**src/rtl/core/retw_pkg.sv**
```systemverilog
// ---------------------------------------------------------------------------
// retw_pkg
// Shared types and constants of the retransmit timer wheel.
// ---------------------------------------------------------------------------
`timescale 1ns / 1ps
`default_nettype none
package retw_pkg;

  localparam int CONN_W     = 5;
  localparam int STAMP_W    = 32;
  localparam int TMO_W      = 13;
  localparam int RANK_W     = 48;
  localparam int RESULT_CAP = 32;
  localparam int EMIT_W     = 6;

  typedef enum logic [1:0] {
    CMD_ADD     = 2'd0,
    CMD_REMOVE  = 2'd1,
    CMD_REFRESH = 2'd2,
    CMD_TICK    = 2'd3
  } cmd_t;

  typedef struct packed {
    cmd_t               command;
    logic [CONN_W-1:0]  conn_id;
    logic [STAMP_W-1:0] stamp;
    logic [TMO_W-1:0]   timeout;
    logic [STAMP_W-1:0] now_time;
  } in_t;

  typedef struct packed {
    logic [CONN_W-1:0] due_conn;
    logic [TMO_W-1:0]  due_timeout;
    logic              last;
  } out_t;

  // classified request between front and back
  typedef struct packed {
    cmd_t               cmd;
    logic [CONN_W-1:0]  conn;
    logic               stamp_zero;
    logic [STAMP_W-1:0] sum;
    logic [TMO_W-1:0]   tmo;
    logic [STAMP_W-1:0] now;
  } req_t;

endpackage
`default_nettype wire

```
**src/rtl/core/retw_front.sv**
```systemverilog
// ---------------------------------------------------------------------------
// retw_front
// Accepts requests, drops those that can have no effect, and queues the rest.
// ---------------------------------------------------------------------------
`timescale 1ns / 1ps
`default_nettype none
module retw_front #(
  parameter int MAX_CONNS = 32
) (
  input  wire logic          clk,
  input  wire logic          rst_n,
  input  wire logic          in_valid,
  output logic               in_stall,
  input  wire retw_pkg::in_t in_data,
  output logic               q_valid,
  input  wire logic          q_pop,
  output retw_pkg::req_t     q_data
);

  retw_pkg::req_t fifo_r [2];
  logic           wr_ptr_r, wr_ptr_nxt;
  logic           rd_ptr_r, rd_ptr_nxt;
  logic [1:0]     cnt_r, cnt_nxt;
  logic           accept, drop, push, pop;
  retw_pkg::req_t req;

  assign in_stall = (cnt_r == 2'd2);
  assign accept   = in_valid && !in_stall;
  assign q_valid  = (cnt_r != 2'd0);
  assign q_data   = fifo_r[rd_ptr_r];

  always_comb begin
    drop = 1'b0;
    if (in_data.command != retw_pkg::CMD_TICK && int'(in_data.conn_id) >= MAX_CONNS) begin
      drop = 1'b1;
    end
    if (in_data.command == retw_pkg::CMD_REFRESH && in_data.timeout == '0) begin
      drop = 1'b1;
    end
  end

  always_comb begin
    req.cmd        = in_data.command;
    req.conn       = in_data.conn_id;
    req.stamp_zero = (in_data.stamp == '0);
    req.sum        = in_data.stamp + retw_pkg::STAMP_W'(in_data.timeout);
    req.tmo        = in_data.timeout;
    req.now        = in_data.now_time;
  end

  assign push = accept && !drop;
  assign pop  = q_pop && q_valid;

  always_comb begin
    wr_ptr_nxt = push ? !wr_ptr_r : wr_ptr_r;
    rd_ptr_nxt = pop ? !rd_ptr_r : rd_ptr_r;
    cnt_nxt    = cnt_r + 2'(push) - 2'(pop);
  end

  always_ff @(posedge clk) begin
    if (!rst_n) begin
      wr_ptr_r <= 1'b0;
      rd_ptr_r <= 1'b0;
      cnt_r    <= 2'd0;
    end else begin
      wr_ptr_r <= wr_ptr_nxt;
      rd_ptr_r <= rd_ptr_nxt;
      cnt_r    <= cnt_nxt;
    end
  end

  always_ff @(posedge clk) begin
    if (push) begin
      fifo_r[wr_ptr_r] <= req;
    end
  end

endmodule
`default_nettype wire

```
**src/rtl/core/retw_mod.sv**
```systemverilog
// ---------------------------------------------------------------------------
// retw_mod
// Remainder of a 32-bit value by the wheel size through a reciprocal multiply.
// ---------------------------------------------------------------------------
`timescale 1ns / 1ps
`default_nettype none
module retw_mod #(
  parameter int DIVISOR = 8192
) (
  input  wire logic                         clk,
  input  wire logic                         rst_n,
  input  wire logic                         start,
  input  wire logic [retw_pkg::STAMP_W-1:0] dividend,
  output logic                              done,
  output logic [$clog2(DIVISOR)-1:0]        rem
);

  localparam int RW = $clog2(DIVISOR);
  localparam int XW = retw_pkg::STAMP_W;
  // ceil(2^(XW+RW) / DIVISOR) yields the exact quotient of any XW-bit value
  localparam logic [63:0] MAGIC64 =
    ((64'd1 << (XW + RW)) + 64'(DIVISOR) - 64'd1) / 64'(DIVISOR);
  localparam logic [15:0]   M_LO = MAGIC64[15:0];
  localparam logic [16:0]   M_HI = MAGIC64[32:16];
  localparam logic [RW-1:0] D_LO = RW'(DIVISOR);

  logic          s1_r, s2_r, s3_r, done_r;
  logic [XW-1:0] x_r;
  logic [47:0]   plo_r;
  logic [48:0]   phi_r;
  logic [64:0]   prod;
  logic [XW-1:0] q_r, q_nxt;
  logic [RW-1:0] rem_r, rem_nxt;

  assign done = done_r;
  assign rem  = rem_r;

  always_comb begin
    prod    = {phi_r, 16'h0000} + 65'(plo_r);
    q_nxt   = XW'(prod >> (XW + RW));
    // remainder is below the divisor, so the low bits suffice
    rem_nxt = x_r[RW-1:0] - q_r[RW-1:0] * D_LO;
  end

  always_ff @(posedge clk) begin
    if (!rst_n) begin
      s1_r   <= 1'b0;
      s2_r   <= 1'b0;
      s3_r   <= 1'b0;
      done_r <= 1'b0;
    end else begin
      s1_r   <= start;
      s2_r   <= s1_r;
      s3_r   <= s2_r;
      done_r <= s3_r;
    end
  end

  always_ff @(posedge clk) begin
    if (start) begin
      x_r <= dividend;
    end
    if (s1_r) begin
      plo_r <= 48'(x_r) * 48'(M_LO);
      phi_r <= 49'(x_r) * 49'(M_HI);
    end
    if (s2_r) begin
      q_r <= q_nxt;
    end
    if (s3_r) begin
      rem_r <= rem_nxt;
    end
  end

endmodule
`default_nettype wire

```
**src/rtl/core/retw_back.sv**
```systemverilog
// ---------------------------------------------------------------------------
// retw_back
// Executes queued requests on the connection table and scans ticks.
// ---------------------------------------------------------------------------
`timescale 1ns / 1ps
`default_nettype none
module retw_back #(
  parameter int WHEEL_SLOTS = 8192,
  parameter int MAX_CONNS   = 32
) (
  input  wire logic           clk,
  input  wire logic           rst_n,
  input  wire logic           q_valid,
  input  wire retw_pkg::req_t q_data,
  output logic                q_pop,
  output logic                out_valid,
  input  wire logic           out_stall,
  output retw_pkg::out_t      out_data
);

  localparam int IW  = (MAX_CONNS > 1) ? $clog2(MAX_CONNS) : 1;
  localparam int CNW = $clog2(MAX_CONNS + 1);
  localparam int RW  = $clog2(WHEEL_SLOTS);
  localparam int SW  = $clog2(WHEEL_SLOTS + 1);
  localparam int KW  = SW + 1;
  localparam logic [SW-1:0] IDLE_SLOT = SW'(WHEEL_SLOTS);
  localparam logic [KW-1:0] SLOTS_K   = KW'(WHEEL_SLOTS);
  localparam int SHW = retw_pkg::STAMP_W;
  localparam int EW  = retw_pkg::EMIT_W;

  typedef enum logic [6:0] {
    S_IDLE = 7'b0000001,
    S_REF  = 7'b0000010,
    S_RMOD = 7'b0000100,
    S_RUPD = 7'b0001000,
    S_TMOD = 7'b0010000,
    S_SCAN = 7'b0100000,
    S_EMIT = 7'b1000000
  } state_t;

  state_t state_r, state_nxt;

  // connection table
  logic [SW-1:0]               slot_mem  [MAX_CONNS];
  logic [retw_pkg::TMO_W-1:0]  tmo_mem   [MAX_CONNS];
  logic [retw_pkg::RANK_W-1:0] rank_mem  [MAX_CONNS];
  logic [SW-1:0]               rd_slot_r;
  logic [retw_pkg::TMO_W-1:0]  rd_tmo_r;
  logic [retw_pkg::RANK_W-1:0] rd_rank_r;
  logic                        rd_en;
  logic [IW-1:0]               rd_addr;
  logic                        we;
  logic [IW-1:0]               waddr;
  logic [SW-1:0]               wslot;
  logic [retw_pkg::TMO_W-1:0]  wtmo;
  logic [retw_pkg::RANK_W-1:0] wrank;

  logic [MAX_CONNS-1:0]        present_r, present_nxt;
  logic [MAX_CONNS-1:0]        emitted_r, emitted_nxt;
  logic [retw_pkg::RANK_W-1:0] counter_r, counter_nxt;
  logic [SHW-1:0]              last_tick_r, last_tick_nxt;
  retw_pkg::req_t              req_r;
  logic [SW-1:0]               new_slot_r, new_slot_nxt;

  // tick scan
  logic [RW-1:0]               start_r, start_nxt;
  logic [SHW-1:0]              gap_r, gap_nxt;
  logic                        all_r, all_nxt;
  logic                        counting_r, counting_nxt;
  logic [CNW-1:0]              scan_cnt_r, scan_cnt_nxt;
  logic                        eval_v_r, eval_v_nxt;
  logic [IW-1:0]               eval_idx_r, eval_idx_nxt;
  logic [CNW-1:0]              cand_cnt_r, cand_cnt_nxt;
  logic [EW-1:0]               total_r, total_nxt;
  logic [EW-1:0]               nemit_r, nemit_nxt;
  logic                        found_r, found_nxt;
  logic [KW-1:0]               best_k_r, best_k_nxt;
  logic [retw_pkg::RANK_W-1:0] best_rank_r, best_rank_nxt;
  logic [IW-1:0]               best_idx_r, best_idx_nxt;
  logic [retw_pkg::TMO_W-1:0]  best_tmo_r, best_tmo_nxt;

  logic                        out_valid_r, out_valid_nxt;
  retw_pkg::out_t              out_data_r, out_data_nxt;

  logic                        mod_start, mod_done;
  logic [SHW-1:0]              mod_in;
  logic [RW-1:0]               mod_rem;

  logic [KW-1:0]               k;
  logic                        cand, better, emit_go, emit_last;
  logic [SHW-1:0]              t_max;

  retw_mod #(.DIVISOR(WHEEL_SLOTS)) u_mod (
    .clk      (clk),
    .rst_n    (rst_n),
    .start    (mod_start),
    .dividend (mod_in),
    .done     (mod_done),
    .rem      (mod_rem)
  );

  assign out_valid = out_valid_r;
  assign out_data  = out_data_r;
  assign q_pop     = (state_r == S_IDLE) && q_valid;

  assign t_max = (req_r.sum < last_tick_r) ? last_tick_r : req_r.sum;

  // position of a stored slot along the scan, and its eligibility;
  // a full-wheel scan runs from slot 0
  always_comb begin
    if (all_r) begin
      k = KW'(rd_slot_r);
    end else if ({1'b0, rd_slot_r} >= KW'(start_r)) begin
      k = KW'(rd_slot_r) - KW'(start_r);
    end else begin
      k = KW'(rd_slot_r) + SLOTS_K - KW'(start_r);
    end
    cand = present_r[eval_idx_r] && (rd_slot_r < IDLE_SLOT) && !emitted_r[eval_idx_r]
           && (all_r || (SHW'(k) < gap_r));
    better = !found_r || ({k, rd_rank_r} < {best_k_r, best_rank_r});
  end

  assign emit_go   = (state_r == S_EMIT) && (!out_valid_r || !out_stall);
  assign emit_last = (nemit_r + EW'(1)) == total_r;

  always_comb begin
    state_nxt     = state_r;
    present_nxt   = present_r;
    emitted_nxt   = emitted_r;
    counter_nxt   = counter_r;
    last_tick_nxt = last_tick_r;
    new_slot_nxt  = new_slot_r;
    start_nxt     = start_r;
    gap_nxt       = gap_r;
    all_nxt       = all_r;
    counting_nxt  = counting_r;
    scan_cnt_nxt  = scan_cnt_r;
    eval_v_nxt    = 1'b0;
    eval_idx_nxt  = eval_idx_r;
    cand_cnt_nxt  = cand_cnt_r;
    total_nxt     = total_r;
    nemit_nxt     = nemit_r;
    found_nxt     = found_r;
    best_k_nxt    = best_k_r;
    best_rank_nxt = best_rank_r;
    best_idx_nxt  = best_idx_r;
    best_tmo_nxt  = best_tmo_r;
    out_valid_nxt = out_valid_r && out_stall;
    out_data_nxt  = out_data_r;
    rd_en         = 1'b0;
    rd_addr       = scan_cnt_r[IW-1:0];
    we            = 1'b0;
    waddr         = IW'(req_r.conn);
    wslot         = IDLE_SLOT;
    wtmo          = req_r.tmo;
    wrank         = counter_r;
    mod_start     = 1'b0;
    mod_in        = last_tick_r;

    unique case (state_r)
      S_IDLE: begin
        if (q_valid) begin
          unique case (q_data.cmd)
            retw_pkg::CMD_ADD: begin
              if (!present_r[IW'(q_data.conn)]) begin
                present_nxt[IW'(q_data.conn)] = 1'b1;
                we          = 1'b1;
                waddr       = IW'(q_data.conn);
                wslot       = IDLE_SLOT;
                wtmo        = '0;
                wrank       = counter_r;
                counter_nxt = counter_r + 1'b1;
              end
            end
            retw_pkg::CMD_REMOVE: begin
              present_nxt[IW'(q_data.conn)] = 1'b0;
            end
            retw_pkg::CMD_REFRESH: begin
              if (present_r[IW'(q_data.conn)]) begin
                rd_en     = 1'b1;
                rd_addr   = IW'(q_data.conn);
                state_nxt = S_REF;
              end
            end
            retw_pkg::CMD_TICK: begin
              mod_start = 1'b1;
              mod_in    = last_tick_r;
              state_nxt = S_TMOD;
            end
            default: ;
          endcase
        end
      end
      S_REF: begin
        if (req_r.stamp_zero) begin
          new_slot_nxt = IDLE_SLOT;
          state_nxt    = S_RUPD;
        end else begin
          mod_start = 1'b1;
          mod_in    = t_max;
          state_nxt = S_RMOD;
        end
      end
      S_RMOD: begin
        if (mod_done) begin
          new_slot_nxt = SW'(mod_rem);
          state_nxt    = S_RUPD;
        end
      end
      S_RUPD: begin
        we    = 1'b1;
        wslot = new_slot_r;
        wtmo  = req_r.tmo;
        if (new_slot_r != rd_slot_r) begin
          wrank       = counter_r;
          counter_nxt = counter_r + 1'b1;
        end else begin
          wrank = rd_rank_r;
        end
        state_nxt = S_IDLE;
      end
      S_TMOD: begin
        if (mod_done) begin
          start_nxt    = mod_rem;
          gap_nxt      = req_r.now - last_tick_r;
          all_nxt      = {1'b0, req_r.now - last_tick_r} >= (SHW+1)'(WHEEL_SLOTS);
          counting_nxt = 1'b1;
          scan_cnt_nxt = '0;
          cand_cnt_nxt = '0;
          emitted_nxt  = '0;
          nemit_nxt    = '0;
          found_nxt    = 1'b0;
          state_nxt    = S_SCAN;
        end
      end
      S_SCAN: begin
        if (int'(scan_cnt_r) < MAX_CONNS) begin
          rd_en        = 1'b1;
          rd_addr      = scan_cnt_r[IW-1:0];
          eval_v_nxt   = 1'b1;
          eval_idx_nxt = scan_cnt_r[IW-1:0];
          scan_cnt_nxt = scan_cnt_r + 1'b1;
        end
        if (eval_v_r && cand) begin
          if (counting_r) begin
            cand_cnt_nxt = cand_cnt_r + 1'b1;
          end else if (better) begin
            found_nxt     = 1'b1;
            best_k_nxt    = k;
            best_rank_nxt = rd_rank_r;
            best_idx_nxt  = eval_idx_r;
            best_tmo_nxt  = rd_tmo_r;
          end
        end
        // pass complete
        if (int'(scan_cnt_r) == MAX_CONNS && !eval_v_r) begin
          if (counting_r) begin
            total_nxt = (int'(cand_cnt_r) > retw_pkg::RESULT_CAP) ?
                        EW'(retw_pkg::RESULT_CAP) : EW'(cand_cnt_r);
            if (cand_cnt_r == '0) begin
              last_tick_nxt = req_r.now;
              state_nxt     = S_IDLE;
            end else begin
              counting_nxt = 1'b0;
              scan_cnt_nxt = '0;
              found_nxt    = 1'b0;
            end
          end else begin
            state_nxt = S_EMIT;
          end
        end
      end
      S_EMIT: begin
        if (emit_go) begin
          out_valid_nxt            = 1'b1;
          out_data_nxt.due_conn    = retw_pkg::CONN_W'(best_idx_r);
          out_data_nxt.due_timeout = best_tmo_r;
          out_data_nxt.last        = emit_last;
          emitted_nxt[best_idx_r]  = 1'b1;
          nemit_nxt                = nemit_r + EW'(1);
          if (emit_last) begin
            last_tick_nxt = req_r.now;
            state_nxt     = S_IDLE;
          end else begin
            scan_cnt_nxt = '0;
            found_nxt    = 1'b0;
            state_nxt    = S_SCAN;
          end
        end
      end
      default: state_nxt = S_IDLE;
    endcase
  end

  always_ff @(posedge clk) begin
    if (!rst_n) begin
      state_r     <= S_IDLE;
      present_r   <= '0;
      counter_r   <= '0;
      last_tick_r <= '0;
      out_valid_r <= 1'b0;
      eval_v_r    <= 1'b0;
    end else begin
      state_r     <= state_nxt;
      present_r   <= present_nxt;
      counter_r   <= counter_nxt;
      last_tick_r <= last_tick_nxt;
      out_valid_r <= out_valid_nxt;
      eval_v_r    <= eval_v_nxt;
    end
  end

  always_ff @(posedge clk) begin
    if (q_pop) begin
      req_r <= q_data;
    end
    emitted_r   <= emitted_nxt;
    new_slot_r  <= new_slot_nxt;
    start_r     <= start_nxt;
    gap_r       <= gap_nxt;
    all_r       <= all_nxt;
    counting_r  <= counting_nxt;
    scan_cnt_r  <= scan_cnt_nxt;
    eval_idx_r  <= eval_idx_nxt;
    cand_cnt_r  <= cand_cnt_nxt;
    total_r     <= total_nxt;
    nemit_r     <= nemit_nxt;
    found_r     <= found_nxt;
    best_k_r    <= best_k_nxt;
    best_rank_r <= best_rank_nxt;
    best_idx_r  <= best_idx_nxt;
    best_tmo_r  <= best_tmo_nxt;
    out_data_r  <= out_data_nxt;
  end

  always_ff @(posedge clk) begin
    if (we) begin
      slot_mem[waddr] <= wslot;
      tmo_mem[waddr]  <= wtmo;
      rank_mem[waddr] <= wrank;
    end
    if (rd_en) begin
      rd_slot_r <= slot_mem[rd_addr];
      rd_tmo_r  <= tmo_mem[rd_addr];
      rd_rank_r <= rank_mem[rd_addr];
    end
  end

  a_emit_found: assert property (@(posedge clk) disable iff (!rst_n)
    (state_r == S_EMIT) |-> found_r)
    else $error("emit without a selected connection");

  a_mod_done_state: assert property (@(posedge clk) disable iff (!rst_n)
    mod_done |-> (state_r == S_RMOD || state_r == S_TMOD))
    else $error("remainder finished outside a wait state");

  a_last_to_idle: assert property (@(posedge clk) disable iff (!rst_n)
    (emit_go && emit_last) |=> (state_r == S_IDLE && out_valid_r && out_data_r.last))
    else $error("final result did not close the tick");

  a_emit_bound: assert property (@(posedge clk) disable iff (!rst_n)
    (state_r == S_EMIT) |-> (nemit_r < total_r))
    else $error("more results than counted");

endmodule
`default_nettype wire

```
**src/rtl/core/retransmit_timer_wheel.sv**
```systemverilog
// ---------------------------------------------------------------------------
// retransmit_timer_wheel
// Hashed timing wheel of retransmission timeouts over a connection table.
// ---------------------------------------------------------------------------
//   channel  direction  payload           handshake
//   in_      input      retw_pkg::in_t    in_valid / in_stall
//   out_     output     retw_pkg::out_t   out_valid / out_stall
//
// Add and remove complete in S_IDLE of the back end; refresh passes through
// S_REF, S_RMOD (the reciprocal remainder unit) and S_RUPD, skipping S_RMOD
// with a zero stamp. A tick runs the remainder unit in S_TMOD, then makes
// (R + 1) passes over the table memory, each after the first followed by one
// result in S_EMIT, R being the number of due results (at most 32); out_stall
// can hold each result. Reset is synchronous; no clearing pass. A two-entry
// request queue takes input while the back end works or out_stall holds.
// ---------------------------------------------------------------------------
`timescale 1ns / 1ps
`default_nettype none
module retransmit_timer_wheel #(
  parameter int WHEEL_SLOTS = 8192,
  parameter int MAX_CONNS   = 32
) (
  input  wire logic           clk,
  input  wire logic           rst_n,
  input  wire logic           in_valid,
  output logic                in_stall,
  input  wire retw_pkg::in_t  in_data,
  output logic                out_valid,
  input  wire logic           out_stall,
  output retw_pkg::out_t      out_data
);

  logic           q_valid, q_pop;
  retw_pkg::req_t q_data;

  retw_front #(.MAX_CONNS(MAX_CONNS)) u_front (
    .clk      (clk),
    .rst_n    (rst_n),
    .in_valid (in_valid),
    .in_stall (in_stall),
    .in_data  (in_data),
    .q_valid  (q_valid),
    .q_pop    (q_pop),
    .q_data   (q_data)
  );

  retw_back #(.WHEEL_SLOTS(WHEEL_SLOTS), .MAX_CONNS(MAX_CONNS)) u_back (
    .clk       (clk),
    .rst_n     (rst_n),
    .q_valid   (q_valid),
    .q_data    (q_data),
    .q_pop     (q_pop),
    .out_valid (out_valid),
    .out_stall (out_stall),
    .out_data  (out_data)
  );

endmodule
`default_nettype wire

```
**config.mk**
```make
export PLATFORM = sky130hd
export DESIGN_NAME = retransmit_timer_wheel
export DESIGN_NICKNAME = d
export VERILOG_FILES = /design/src/rtl/core/retw_pkg.sv /design/src/rtl/core/retw_front.sv /design/src/rtl/core/retw_mod.sv /design/src/rtl/core/retw_back.sv /design/src/rtl/core/retransmit_timer_wheel.sv
export SDC_FILE = /design/constraint.sdc
export NUM_CORES = 2
export LEC_CHECK = 0
export BUFFER_PORTS_ARGS = -buffer_cell sky130_fd_sc_hd__buf_2
export CAP_MARGIN = 0
export CORE_UTILIZATION = 55
export DETAILED_ROUTE_END_ITERATION = 10
export PLACE_DENSITY = 0.71
export SYNTH_ARGS = -nofsm -noshare
export SYNTH_HDL_FRONTEND = slang
export SYNTH_HIERARCHICAL = 1
export SYNTH_SLANG_ARGS = --single-unit
```
**constraint.sdc**
```tcl
create_clock -name clk -period 37.1 [get_ports clk]
set_clock_uncertainty 0.05 [all_clocks]
set_input_delay 3.71 -clock clk [delete_from_list [all_inputs] [get_ports clk]]
set_output_delay 3.71 -clock clk [all_outputs]
set_load 0.005 [all_outputs]
```
==> results.json <==
{
  "outcome": "complete, no violations",
  "ant_nets": 0,
  "final-hold-violation-count": 0,
  "slew_headroom": 0.0653,
  "holdWs_ps": 350,
  "fin_area_mm2": 0.140,
  "totalWireLength_mm": 350,
  "synthesis.nets": 8901,
  "cts_sinks": 3107,
  "numCtsBuffers": 323,
  "cp.required_ps": 37610,
  "finalNonFillerCells": 12000,
  "start_util": 0.554,
  "num_vias": 77100,
  "layout_min_cycle_time_ps": 7240,
  "grt_pass1_vias": 74300,
  "cts_resized": 0,
  "path_clk_slew_ps": 60,
  "fin_tns_setup_ps": 0,
  "fp-row-count": 175,
  "ios": 109,
  "insertion_delay_ps": 950,
  "cts_hold_buf": 0,
  "rsz0062_at_grt": "false",
  "postSynthCellCount": 8613,
  "area_growth_pct": 11.1,
  "setup_viol": 0,
  "ir_worst_vdd_mv": 0.0539,
  "cts_setup_buffers": 0,
  "drtIter0Drc": 11000,
  "cp_max_fo": 57,
  "path_class": "reg2reg",
  "ys_warn_count": 6,
  "cts_tree": "yes",
  "htreeDepth": 5,
  "antenna_found_initial": 15,
  "cp.arrival_ps": 7760,
  "worstHoldStart": "u_back/u_mod/x_r[6]$_DFFE_PP_",
  "dp_hpwl_mm": 190,
  "wl_per_cell_um": 29.2,
  "worst_slew_pin_slew_ps": 1400,
  "hold_path_class": "reg2reg",
  "port_buffers": 108,
  "cts-root-buf": "clkbuf_16",
  "max_freq_mhz": 138,
  "p_per_area_mw_per_mm2": 57.8,
  "grt_max_degree": 145,
  "syn_area_per_cell_um2": 14.7,
  "leakage_nw": 45.6,
  "die_area_mm2": 0.232,
  "gp_congestion": 0.918,
  "place_inst": 11400,
  "drc": 0,
  "grt_pass1_wl_mm": 501,
  "syn_area_mm2": 0.126,
  "maxCapViolCount": 0,
  "slew_violations": 0,
  "end_kind": "register",
  "post_dp_cell_area_mm2": 0.131,
  "vias_per_cell": 6.42,
  "overflow": 0,
  "core-area_mm2": 0.228,
  "die_h_um": 481,
  "start_kind": "register",
  "n_fill_cell": 16300,
  "firstDrtPassIters": 6,
  "die_width_um": 481,
  "post-route-period-util": 0.195,
  "final_nets": 9052,
  "cts_buffer_depth": 4,
  "drive_above_1_share": 0.104,
  "track_usage": 0.299
}
## placed cells by master (no fill, tap or decap), types with 15 or more instances in the layout
cell / count
edfxtp_1: 2977
a22oi_1: 15
mux2i_1: 712
inv_1: 199
nand3_1: 301
a21o_1: 51
and3_1: 118
nand2_1: 1218
nand2b_1: 35
a311oi_1: 28
buf_2: 107
nor4_1: 39
nor2_1: 222
nand4_1: 48
ha_1: 187
a211oi_1: 25
clkbuf_1: 82
clkinv_1: 64
mux2_2: 152
a31oi_1: 145
a21boi_0: 25
o21bai_1: 21
nor2_4: 35
nor3b_1: 24
o2111ai_1: 46
xnor2_1: 81
a21oi_1: 297
dfxtp_1: 129
or3_1: 24
clkinv_2: 48
nor3_1: 86
nor2b_1: 83
buf_4: 139
o22ai_1: 336
xor2_1: 66
o21ai_0: 129
bufinv_16: 20
and2_1: 101
clkbuf_16: 329
## worst paths after layout
kind	end	slack, ps	cells past startpoint
worst max register to register	u_back/rd_slot_r[1]$_DFFE_PP_	29860	14
worst min register to register	u_back/u_mod/rem[6]$_DFFE_PP_	350	0
worst min-delay path	u_back/u_mod/rem[6]$_DFFE_PP_	350	0
worst max-delay path	u_back/rd_slot_r[1]$_DFFE_PP_	29860	14
## registers in the layout, summed over array words and instances (netlist names), 14 cells and up, named ones only
name                cells
u_back/last_tick_r     32
u_back/best_k_r        15
u_back/rd_rank_r       48
u_front/fifo_r        170
u_back/slot_mem       448
u_back/req_r           83
u_back/gap_r           32
u_back/rank_mem      1536
u_back/best_rank_r     48
u_back/tmo_mem        416
u_back/rd_slot_r       14
u_back/out_data        19
u_back/new_slot_r      14
u_back/emitted_r       32
u_back/counter_r       48
## through the flow
stage	util	setup WS (ps)	power, mW
finish	0.616	29860	8.11
global route	0.616	29420	8.34
CTS	0.616	29970	8.12
detailed placement	0.573	29980	5.09
global placement	0.573	30070	5.07
floorplan	-	23800	4.77
## layer usage
| layer | global-route usage | vias to the layer above | wire [um] |
|---|---|---|---|
| met5 | 0 | - | 95 |
| met4 | 0.132 | 12 | 16700 |
| met3 | 0.0582 | 896 | 39500 |
| met2 | 0.465 | 4789 | 161000 |
| met1 | 0.411 | 38500 | 133000 |
| li1 | - | 32900 | - |
## layout make-up
class                      instances  area (um^2)  area share
antenna                            6         15.0    0.000107
clock buffer                     416         8610      0.0613
clock inverter                   144         1200     0.00853
inverter                         200          752     0.00536
multi-input combinational       4877        32300       0.230
sequential                      3107        92000       0.655
tap                             3009         3760      0.0268
timing repair buffer             255         1770      0.0126
## critical path, cell delays in order (launching register included)
cell       delay [ps]
dfxtp_4           620
mux2_2            690
mux2i_1           290
o22ai_1           110
or4_1             560
and4_1            280
o211ai_1          190
buf_4             680
buf_4             700
buf_4             740
buf_4             810
mux2i_1           260
o22ai_1           100
nor3_1            300
o2111ai_1         350
## report_power, final
group	switching [mW]	internal [mW]	total, mW
Sequential	0.0732	4.07	4.14
Clock	1.30	1.77	3.07
Combinational	0.615	0.287	0.902
Total	1.99	6.12	8.11
No activity file was read; power rests on OpenSTA's default activity.
